File: src/sv/multi_channel_rx_ring_buffer_defines.svh
// Assertion macros for the multi-channel receive ring buffer.
// Used by multi_channel_rx_ring_buffer.sv; expects clk and arst_n in scope.
`ifndef MULTI_CHANNEL_RX_RING_BUFFER_DEFINES_SVH
`define MULTI_CHANNEL_RX_RING_BUFFER_DEFINES_SVH

// Same-cycle implication, checked out of reset
`define MCRB_ASSERT_NOW(lbl, ante, cons, msg) \
	lbl: assert property (@(posedge clk) disable iff (!arst_n) (ante) |-> (cons)) \
		else $error(msg);

// Next-cycle implication, checked out of reset
`define MCRB_ASSERT_NEXT(lbl, ante, cons, msg) \
	lbl: assert property (@(posedge clk) disable iff (!arst_n) (ante) |=> (cons)) \
		else $error(msg);

`endif

File: src/sv/mcrb_pkg.sv
// Package for the multi-channel receive ring buffer: sizes, derived widths,
// operation codes. No dependencies.
`default_nettype none

package mcrb_pkg;

	// Buffer geometry
	localparam int BUFFER_DEPTH = 64;
	localparam int CHANNELS     = 4;

	// Fixed field widths
	localparam int KIND_W  = 2;
	localparam int CHAN_W  = 2;
	localparam int BYTE_W  = 8;
	localparam int WANT_W  = 7;
	localparam int FILL_OUT_W = 7;
	localparam int ENABLE_W   = 4;

	// Derived widths
	localparam int CH_IDX_W  = (CHANNELS > 1) ? $clog2(CHANNELS) : 1;
	localparam int PTR_W     = $clog2(BUFFER_DEPTH);
	localparam int FILL_W    = PTR_W + 1;
	localparam int CMP_W     = (FILL_W > WANT_W) ? FILL_W : WANT_W;
	localparam int MEM_DEPTH = CHANNELS * BUFFER_DEPTH;
	localparam int ADDR_W    = $clog2(MEM_DEPTH);

	// Operation codes
	typedef enum logic [KIND_W-1:0] {
		KIND_PUSH   = 2'd0,
		KIND_POP    = 2'd1,
		KIND_FLUSH  = 2'd2,
		KIND_STATUS = 2'd3
	} kind_t;

	typedef logic [PTR_W-1:0] ptr_t;

endpackage

`default_nettype wire

File: src/sv/multi_channel_rx_ring_buffer.sv
// A word accepted into the input register moves on into the output register
// as soon as that register is empty or its result is being taken.
// Throughput: one word per cycle while the output is not stalled; each word does
// at most one store write or read on the single byte store, plus any index updates.
// Reset: indexes, wrap flags, enables and valids clear at once; the byte store
// is not cleared, so no clearing pass is needed and words are taken right away.
// Holds the whole block; depends on mcrb_pkg and the assertion macro header.
`default_nettype none
`include "multi_channel_rx_ring_buffer_defines.svh"

module multi_channel_rx_ring_buffer
	import mcrb_pkg::*;
(
	input  wire logic                  clk,
	input  wire logic                  arst_n,
	// configuration
	input  wire logic                  cfg_wr_en,
	input  wire logic [ENABLE_W-1:0]   cfg_wr_data,
	// input channel
	input  wire logic                  in_valid,
	output logic                       in_stall,
	input  wire logic [KIND_W-1:0]     kind,
	input  wire logic [CHAN_W-1:0]     channel,
	input  wire logic [BYTE_W-1:0]     rx_byte,
	input  wire logic [WANT_W-1:0]     wanted_count,
	// output channel
	output logic                       out_valid,
	input  wire logic                  out_stall,
	output logic                       read_valid,
	output logic [BYTE_W-1:0]          read_byte,
	output logic [FILL_OUT_W-1:0]      fill_count,
	output logic                       enough_bytes,
	output logic                       byte_dropped,
	output logic                       channel_error
);

	// Configuration register
	logic [ENABLE_W-1:0] chan_en_q;

	// Per-channel ring state
	ptr_t wr_pos_q [CHANNELS];
	ptr_t rd_pos_q [CHANNELS];
	logic [CHANNELS-1:0] wrap_q;

	// Byte store
	logic [BYTE_W-1:0] mem [MEM_DEPTH];

	// Input register
	logic                valid_s1;
	kind_t               kind_s1;
	logic [CHAN_W-1:0]   chan_s1;
	logic [BYTE_W-1:0]   rx_byte_s1;
	logic [WANT_W-1:0]   want_s1;

	// Result register
	logic                valid_s2;
	logic                read_valid_s2;
	logic [BYTE_W-1:0]   read_byte_s2;
	logic [FILL_OUT_W-1:0] fill_s2;
	logic                enough_s2;
	logic                dropped_s2;
	logic                error_s2;

	// Processing signals
	logic                adv_s1;
	logic [CH_IDX_W-1:0] ch_idx;
	logic                ch_ok;
	ptr_t                cur_wr;
	ptr_t                cur_rd;
	logic                cur_wrap;
	ptr_t                wr_next;
	ptr_t                rd_next;
	logic [FILL_W-1:0]   fill;
	logic                enough;
	logic                is_full;
	logic                not_empty;
	logic                push_ok;
	logic                pop_ok;
	logic                flush_op;
	logic                push_full;
	logic [ADDR_W-1:0]   wr_addr;
	logic [ADDR_W-1:0]   rd_addr;

	// Handshake: the input word moves on when the result register is free
	assign adv_s1   = valid_s1 && (!valid_s2 || !out_stall);
	assign in_stall = valid_s1 && !adv_s1;

	// Channel selection and current state
	always_comb begin
		ch_idx   = CH_IDX_W'(chan_s1);
		ch_ok    = (int'(chan_s1) < CHANNELS) && chan_en_q[chan_s1];
		cur_wr   = wr_pos_q[ch_idx];
		cur_rd   = rd_pos_q[ch_idx];
		cur_wrap = wrap_q[ch_idx];
	end

	// Fill count and status, taken before the operation
	always_comb begin
		fill      = {1'b0, cur_wr} + (cur_wrap ? FILL_W'(BUFFER_DEPTH) : '0)
			- {1'b0, cur_rd};
		enough    = CMP_W'(fill) >= CMP_W'(want_s1);
		is_full   = cur_wrap && (cur_rd == cur_wr);
		not_empty = cur_wrap || (cur_rd < cur_wr);
		wr_next   = (cur_wr == PTR_W'(BUFFER_DEPTH - 1)) ? '0 : cur_wr + 1'b1;
		rd_next   = (cur_rd == PTR_W'(BUFFER_DEPTH - 1)) ? '0 : cur_rd + 1'b1;
	end

	// Operation decode
	always_comb begin
		push_ok   = 1'b0;
		push_full = 1'b0;
		pop_ok    = 1'b0;
		flush_op  = 1'b0;
		if (ch_ok) begin
			case (kind_s1)
				KIND_PUSH: begin
					push_ok   = !is_full;
					push_full = is_full;
				end
				KIND_POP: begin
					pop_ok = not_empty;
				end
				KIND_FLUSH: begin
					flush_op = 1'b1;
				end
				default: begin
				end
			endcase
		end
	end

	// Store addresses: channel base plus position
	assign wr_addr = ADDR_W'(ch_idx) * ADDR_W'(BUFFER_DEPTH) + ADDR_W'(cur_wr);
	assign rd_addr = ADDR_W'(ch_idx) * ADDR_W'(BUFFER_DEPTH) + ADDR_W'(cur_rd);

	// Configuration write
	always_ff @(posedge clk or negedge arst_n) begin
		if (!arst_n) begin
			chan_en_q <= '0;
		end else if (cfg_wr_en) begin
			chan_en_q <= cfg_wr_data;
		end
	end

	// Input register
	always_ff @(posedge clk or negedge arst_n) begin
		if (!arst_n) begin
			valid_s1 <= 1'b0;
		end else if (!in_stall) begin
			valid_s1 <= in_valid;
		end
	end

	always_ff @(posedge clk) begin
		if (in_valid && !in_stall) begin
			kind_s1    <= kind_t'(kind);
			chan_s1    <= channel;
			rx_byte_s1 <= rx_byte;
			want_s1    <= wanted_count;
		end
	end

	// Ring index update
	always_ff @(posedge clk or negedge arst_n) begin
		if (!arst_n) begin
			for (int i = 0; i < CHANNELS; i++) begin
				wr_pos_q[i] <= '0;
				rd_pos_q[i] <= '0;
			end
			wrap_q <= '0;
		end else if (adv_s1) begin
			if (push_ok) begin
				wr_pos_q[ch_idx] <= wr_next;
				if (wr_next == '0) begin
					wrap_q[ch_idx] <= 1'b1;
				end
			end
			if (pop_ok) begin
				rd_pos_q[ch_idx] <= rd_next;
				if (rd_next == '0) begin
					wrap_q[ch_idx] <= 1'b0;
				end
			end
			if (flush_op) begin
				rd_pos_q[ch_idx] <= cur_wr;
				wrap_q[ch_idx]   <= 1'b0;
			end
		end
	end

	// Byte store: at most one write and one registered read per cycle
	always_ff @(posedge clk) begin
		if (adv_s1 && push_ok) begin
			mem[wr_addr] <= rx_byte_s1;
		end
		if (adv_s1) begin
			read_byte_s2 <= pop_ok ? mem[rd_addr] : '0;
		end
	end

	// Result register
	always_ff @(posedge clk or negedge arst_n) begin
		if (!arst_n) begin
			valid_s2 <= 1'b0;
		end else if (adv_s1) begin
			valid_s2 <= 1'b1;
		end else if (!out_stall) begin
			valid_s2 <= 1'b0;
		end
	end

	always_ff @(posedge clk) begin
		if (adv_s1) begin
			read_valid_s2 <= pop_ok;
			fill_s2       <= ch_ok ? FILL_OUT_W'(fill) : '0;
			enough_s2     <= ch_ok && enough;
			dropped_s2    <= push_full;
			error_s2      <= !ch_ok;
		end
	end

	assign out_valid     = valid_s2;
	assign read_valid    = read_valid_s2;
	assign read_byte     = read_byte_s2;
	assign fill_count    = fill_s2;
	assign enough_bytes  = enough_s2;
	assign byte_dropped  = dropped_s2;
	assign channel_error = error_s2;

	// Checks
	`MCRB_ASSERT_NEXT(a_pop_returns_byte, adv_s1 && pop_ok,
		out_valid && read_valid && !channel_error, "pop with data gave no byte")
	`MCRB_ASSERT_NOW(a_error_clean, out_valid && channel_error,
		!read_valid && !byte_dropped && !enough_bytes && fill_count == '0,
		"disabled channel result carries data")
	`MCRB_ASSERT_NOW(a_stall_needs_word, !valid_s1, !in_stall,
		"input stalled with empty input register")

endmodule

`default_nettype wire

File: config.mk
export PLATFORM = sky130hd
export DESIGN_NAME = multi_channel_rx_ring_buffer
export DESIGN_NICKNAME = d
export VERILOG_FILES = /design/src/sv/mcrb_pkg.sv /design/src/sv/multi_channel_rx_ring_buffer.sv
export VERILOG_INCLUDE_DIRS = /design/src /design/src/sv
export SDC_FILE = /design/constraint.sdc
export NUM_CORES = 2
export LEC_CHECK = 0
export BUFFER_PORTS_ARGS = -buffer_cell sky130_fd_sc_hd__buf_2
export CAP_MARGIN = 20
export CORE_UTILIZATION = 63
export DETAILED_ROUTE_END_ITERATION = 6
export HOLD_SLACK_MARGIN = 0.03
export PLACE_DENSITY = 0.77
export SYNTH_ARGS = -nofsm -noshare
export SYNTH_HDL_FRONTEND = slang
export SYNTH_SLANG_ARGS = --single-unit
File: constraint.sdc
create_clock -name clk -period 5.5 [get_ports clk]
set_clock_uncertainty 0.2 [all_clocks]
set_input_delay 0 -clock clk [delete_from_list [all_inputs] [get_ports clk]]
set_output_delay 0 -clock clk [all_outputs]
set_load 0.02 [all_outputs]
# Word-level counts from Yosys, hierarchy flattened
# Memory sizes are Yosys's and may differ from the RTL's. A register that Yosys moved wholly into a read port is not among the register bits.
# Index checks and enable logic that the tools add are counted.
# totals
reg_bits	88
ramBits	2048
inputBits	28
output_inout_bits	21
word_cells	107
n_memories	1
# memory_table
memory	words	width	rd	rd_ports_with_merged_regs	wr	line_no	text
mem	256	8	1	1	1	multi_channel_rx_ring_buffer.sv:46	logic [BYTE_W-1:0] mem [MEM_DEPTH];
# op_classes
add_sub_neg	6
magnitude_cmp	6
eq_ne	6
n_mux	40
bitwise	5
reduce_logical	22
# op_table
op	n
$bwmux W24	3
$mux W24	3
$mux W6	7
$mux W4	7
$bmux W6 S2	2
$add A8 B6 Y8	2
$mux W1	13
$add A6 B1 Y6 const B	2
$demux W6 S2	1
$eq A6 B6 Y1 const B	2
$logic_not A6 Y1	2
$and A4 B4 Y4	2
$logic_and A1 B1 Y1	8
$add A6 B7 Y7	1
$ge A7 B7 Y1	1
$logic_not A1 Y1	7
$mux W7	1
$sub A7 B6 Y7	1
$eq A6 B6 Y1	1
$lt A6 B6 Y1	1
$bmux W1 S2	2
$not A4 Y4	1
$or A4 B4 Y4	1
$reduce_and A2 Y1	2
11 further kinds	12

# Logic depth before layout (Yosys ltp)
# logic_depth
ltp_word	17
ltp_mapped	20
ltp_nobuf	14

# Worst setup path after synthesis
# OpenSTA, ideal clock, no wires.
# synth_path
kind	reg-to-reg
start	register chan_s1[1] (netlist: ch_idx[1])
end	memory mem[218][0], enable pin
setup_ns	0.370
arrival_ns	4.173
t_required_ns	4.930
path_slack_ns	0.757
path_stages_with_launch	19
n_path_buf	9
period_less_slack_ns	4.743
path_cell_list	edfxtp_1 > buf_6 > buf_6 > mux2i_1 > mux2_2 > inv_1 > buf_2 > buf_2 > buf_2 > clkbuf_1 > ha_1 > and4_1 > nand4_1 > and4b_1 > clkbuf_1 > clkbuf_1 > nand3_1 > clkbuf_1 > nor2_1
# synth_between
elab_chain_len	12
elab_cells_between_ends	20
classes_between	add/sub: 1; eq/ne: 1; mux: 14; bitwise: 1; reduce/logical: 3
# synth_rtl
element	line_no	text
start, declared	multi_channel_rx_ring_buffer.sv:51	logic [CHAN_W-1:0] chan_s1;
start signal, assigned	multi_channel_rx_ring_buffer.sv:157	chan_s1 <= channel;
$not A2 Y3 (implied by the code)	multi_channel_rx_ring_buffer.sv:92, multi_channel_rx_ring_buffer.sv:93	
$bmux W6 S2 (on tied branches)	multi_channel_rx_ring_buffer.sv:93, multi_channel_rx_ring_buffer.sv:92	
$mux W6 (on tied branches) (2 in series)	multi_channel_rx_ring_buffer.sv:93, multi_channel_rx_ring_buffer.sv:92	
$eq A6 B6 Y1	multi_channel_rx_ring_buffer.sv:102	is_full = cur_wrap && (cur_rd == cur_wr);
$logic_and A1 B1 Y1	multi_channel_rx_ring_buffer.sv:102	
$logic_not A1 Y1	multi_channel_rx_ring_buffer.sv:117	push_ok = !is_full;
$mux W1	multi_channel_rx_ring_buffer.sv:115	case (kind_s1)
$mux W1	multi_channel_rx_ring_buffer.sv:114	if (ch_ok) begin
$logic_and A1 B1 Y1	multi_channel_rx_ring_buffer.sv:193	if (adv_s1 && push_ok) begin
$mux W1	multi_channel_rx_ring_buffer.sv:193	
$mux W1 (implied by the code)	multi_channel_rx_ring_buffer.sv:194	mem[wr_addr] <= rx_byte_s1;
end, declared	multi_channel_rx_ring_buffer.sv:46	
# Parallel ways exist; a longest one is shown, timed or not. The select of a mux whose other input is x is not followed.

# Final worst setup path
# layout_path
start	register chan_s1[1] (netlist: ch_idx[1])
end	register read_byte_s2[1] (netlist: read_byte[1]), read port of mem, data pin
# layout_between
elab_chain_len	9
elab_cells_between_ends	17
classes_between	add/sub: 1; order compare: 1; mux: 12; bitwise: 1; reduce/logical: 2
# layout_rtl
element	line_no	text
$not A2 Y3 (implied by the code)	multi_channel_rx_ring_buffer.sv:92, multi_channel_rx_ring_buffer.sv:93	
$bmux W6 S2 (on tied branches)	multi_channel_rx_ring_buffer.sv:93, multi_channel_rx_ring_buffer.sv:92	
$mux W6 (on tied branches) (2 in series)	multi_channel_rx_ring_buffer.sv:93, multi_channel_rx_ring_buffer.sv:92	
$lt A6 B6 Y1	multi_channel_rx_ring_buffer.sv:103	not_empty = cur_wrap || (cur_rd < cur_wr);
$logic_or A1 B1 Y1	multi_channel_rx_ring_buffer.sv:103	
$mux W1	multi_channel_rx_ring_buffer.sv:115	
$mux W1	multi_channel_rx_ring_buffer.sv:114	
$logic_not A1 Y1 (no source line)	-	
end, declared	multi_channel_rx_ring_buffer.sv:58	logic [BYTE_W-1:0] read_byte_s2;
# Parallel ways exist; a longest one is shown, timed or not. The select of a mux whose other input is x is not followed.
# A chain may end at the register's enable or synchronous reset.

==> flow_metrics.py <==
metrics = {
    "status": {
        "outcome": "finished with violations",
        "violations": "DRC, slew limit",
    },
    "yosys": {
        "synth_seq_area_share_pct": 75.18,
        "yosys.area.top_type": "edfxtp_1",
        "yosys.area.top_type_share_pct": 73.48,
        "ys_ff_latch": 2144,
        "synth_edf_count": 2086,
        "syn-num-nets": 4674,
        "netlist_area_um2": 85250,
        "ys_types": 82,
        "synthTopCellsByArea": "edfxtp_1 73%, mux4_2 9.7%, mux2i_1 2.1%, dfrtp_1 1.7%, nor2_1 1.5%",
        "ys_warn_count": 0,
        "synth_ff_type": "edfxtp_1",
        "syn_inst": 4620,
        "yosys.cell_count.top_type": "edfxtp_1",
        "synth_common_cells": "2086 x edfxtp_1, 366 x mux4_2, 344 x nor2_1",
        "syn_area_per_cell_um2": 18.45,
        "async_flop_share_pct": 2.705,
    },
    "pwr": {
        "seq_power_share_pct": 38.7,
        "combPwrFrac_pct": 33.2,
        "peakVddDrop_mv": 0.3787,
        "power_frac_clock_pct": 28.2,
        "netSwitchingFraction_pct": 34.45,
        "p_int_uw": 30950,
        "post-layout-total-power_uw": 47210,
        "power_density_nw_per_um2": 495.1,
        "p_switching_uw": 16260,
        "p_leak_uw": 0.03061,
    },
    "global_route": {
        "grt_pass1_vias": 47493,
        "antenna_found_initial": 12,
        "track_usage_pct": 35.25,
        "grt_max_degree": 220,
        "grt_pass1_wl_um": 338500,
        "grt.overflow.total": 0,
    },
    "sta": {
        "hold_viol_final": 0,
        "worstMarginPinSlew_ps": 1503,
        "relSlewSlack_pct": -0.2318,
        "setup_viol": 0,
        "max_freq_mhz": 187.5,
        "layout_min_cycle_time_ps": 5334,
        "drv_slew": 8,
        "setup_tns_ps": 0,
        "post-route-period-util_pct": 96.98,
        "rsz0062_at_grt": "no",
    },
    "final_layout": {
        "drive_above_1_share_pct": 20.57,
        "area_growth_syn_to_layout_pct": 11.85,
        "final_util_pct": 71.27,
        "fin_nets": 4963,
        "n_fill_cell": 7695,
    },
    "detailed_routing": {
        "route.met2.wl_um": 105500,
        "route.met3.wl_um": 36000,
        "wl_um": 238000,
        "viasPerCell": 7.095,
        "routed.top_layer": "met5",
        "drt_iter0_drc": 8267,
        "ant_nets": 0,
        "dr.pass1.iters": 7,
        "drt_drc_violations_left": 45,
        "wire_per_inst_um": 34.81,
        "met1Wirelength_um": 81910,
        "vias": 48508,
    },
    "critical_path": {
        "startpoint_type": "register",
        "slowest_delay_ps": 820,
        "cp.required_ps": 5980,
        "worst-path-buf-inv": 3,
        "crit_path_frequent_cell": "buf_4",
        "cp-end-kind": "register",
        "critPathMaxFanout": 27,
        "cp_top_family": "compound AO/OA/AOI/OAI gates",
        "slowest_stage": "a211oi_1",
        "criticalPathCategory": "reg -> reg",
        "cp.arrival_ps": 5820,
        "crit_chain": "buf_4 -> mux2i_1 -> mux2_4 -> clkinv_2 -> buf_4 -> nand2_2 -> a311oi_1 -> nor4_1 -> a211oi_1 -> a22oi_1 -> a41oi_1",
    },
    "clocking": {
        "cts_max_path_buffers": 3,
        "cts_tree": "done",
        "numCtsBuffers": 199,
        "hold_buffers": 58,
        "cts_sinks": 2144,
        "cts_resized": 0,
        "path_clk_slew_ps": 70,
        "h-tree-depth": 4,
        "cts_root_buffer": "clkbuf_16",
        "cts_setup_buffers": 0,
        "insertion_delay_ps": 850,
    },
    "place": {
        "port-buffer-count": 48,
        "place.gp.congestion": 0.9692,
        "hpwl_um": 142600,
    },
    "die": {
        "row_count": 134,
        "dieArea_um2": 136800,
        "core_um2": 133800,
        "pin_count": 49,
        "fp.dieW_um": 369.8,
        "fp.dieH_um": 369.8,
        "initial_core_util_pct": 63.71,
    },
    "worst_hold_path": {
        "hold_path_class": "in -> reg",
    },
    "job": {
        "max-cap-violations": 0,
    },
}
==> metal layers <==
metal | track usage, % | vias up
met5 | 0.03497 | -
met2 | 51.21 | 4020
met4 | 17.43 | 18
met3 | 12.26 | 839
li1 | - | 19229
met1 | 48.01 | 24402
==> registers in the layout, summed over array words and instances (netlist names), named ones only <==
register       cells
wr_pos_q          24
fill_count         7
rd_pos_q           6
read_valid         1
ch_idx             2
read_byte          8
out_valid          1
chan_en_q          4
mem             2048
valid_s1           1
kind_s1            2
wrap_q             4
channel_error      1
rx_byte_s1         8
byte_dropped       1
want_s1            7
enough_bytes       1
==> layout by cell type (no fill, tap or decap), types with 10 or more instances in the layout <==
cell type and n:
nand2b_1 10, clkbuf_16 202, o22ai_1 38, mux4_2 366
o21ai_0 44, a221oi_1 12, nor4_1 17, mux2_2 58
ha_1 25, a2111oi_0 10, nand4_1 16, clkinv_1 54
clkinvlp_4 10, dlygate4sd3_1 59, buf_2 50, buf_12 31
mux2i_1 179, bufinv_16 14, a311oi_1 25, clkbuf_1 36
clkinv_2 30, edfxtp_1 2086, nor3_1 21, inv_1 21
o221ai_1 31, nor2b_1 59, a32oi_1 13, a21oi_1 139
a31oi_1 19, nor2_1 343, o31ai_1 10, a21o_1 13
a211oi_1 66, buf_4 230, and2_1 13, nand2_1 334
dfrtp_1 58, a22oi_1 97, nand3_1 64
==> area by class of cell <==
type / count / area (um2) / area share, %
flip-flops and latches: 2144 / 64090 / 67.22
multi-input cells: 2165 / 19420 / 20.37
clock buffers: 237 / 5165 / 5.417
repair buffers: 372 / 3224 / 3.382
well taps: 1768 / 2212 / 2.320
clock inverters: 121 / 1067 / 1.119
inverters: 27 / 157.7 / 0.1653
diodes: 3 / 7.507 / 0.007873
==> worst min-delay path, delay by kind of cell <==
kind | cells | cell delay (ps)
buf+inv | 2 | 610
simple gates | 2 | 370
==> worst paths after layout <==
path                                end  slack [ps]    startpoint  cells after the start
hold reg to reg            wr_pos_q[10]         310  wr_pos_q[10]                      1
setup / recovery           read_byte[1]         170     ch_idx[1]                     11
hold / removal                ch_idx[0]         130     out_stall                      4
max in group asynchronous  chan_en_q[3]        4360        arst_n                      4
min in group asynchronous  wr_pos_q[23]         230        arst_n                      4
setup reg to reg           read_byte[1]         170     ch_idx[1]                     11
==> power groups by stage <==
| stage | registers (uW) | logic (uW) | clock network [uW] |
|---|---|---|---|
| finish | 18300 | 15700 | 13300 |
| global route | 18200 | 15900 | 13900 |
| CTS | 18200 | 15100 | 13300 |
| detailed placement | 18600 | 14900 | 0 |
| global placement | 18600 | 14700 | 0 |
| floorplan | 18700 | 9300 | 0 |
==> metrics by stage <==
stage	setup slack, ps	std cells	area (um2)	hold slack (ps)
floorplan	756.5	4620	85250	-495.6
global placement	381.7	6411	88450	-23.22
detailed placement	597.1	6414	88480	-21.91
CTS	530.7	6830	95290	160.6
global route	274.0	6834	95340	156.7
finish	166.1	6837	95350	134.6
==> kinds of logic (layout without fill, tap and decap cells) <==
logic type | count (synthesis) | in the layout | share of synthesized area, %
adder cells (fa/ha/maj) | 26 | 26 | 0.3904
flip-flops | 2144 | 2144 | 75.18
buffers and inverters | 311 | 757 | 2.114
other | 0 | 3 | 0
multiplexers | 607 | 607 | 12.61
AO/OA/AOI/OAI | 596 | 596 | 4.885
AND/OR/NAND/NOR | 926 | 926 | 4.716
XOR/XNOR | 10 | 10 | 0.1027
No activity file was read; power rests on OpenSTA's default activity.
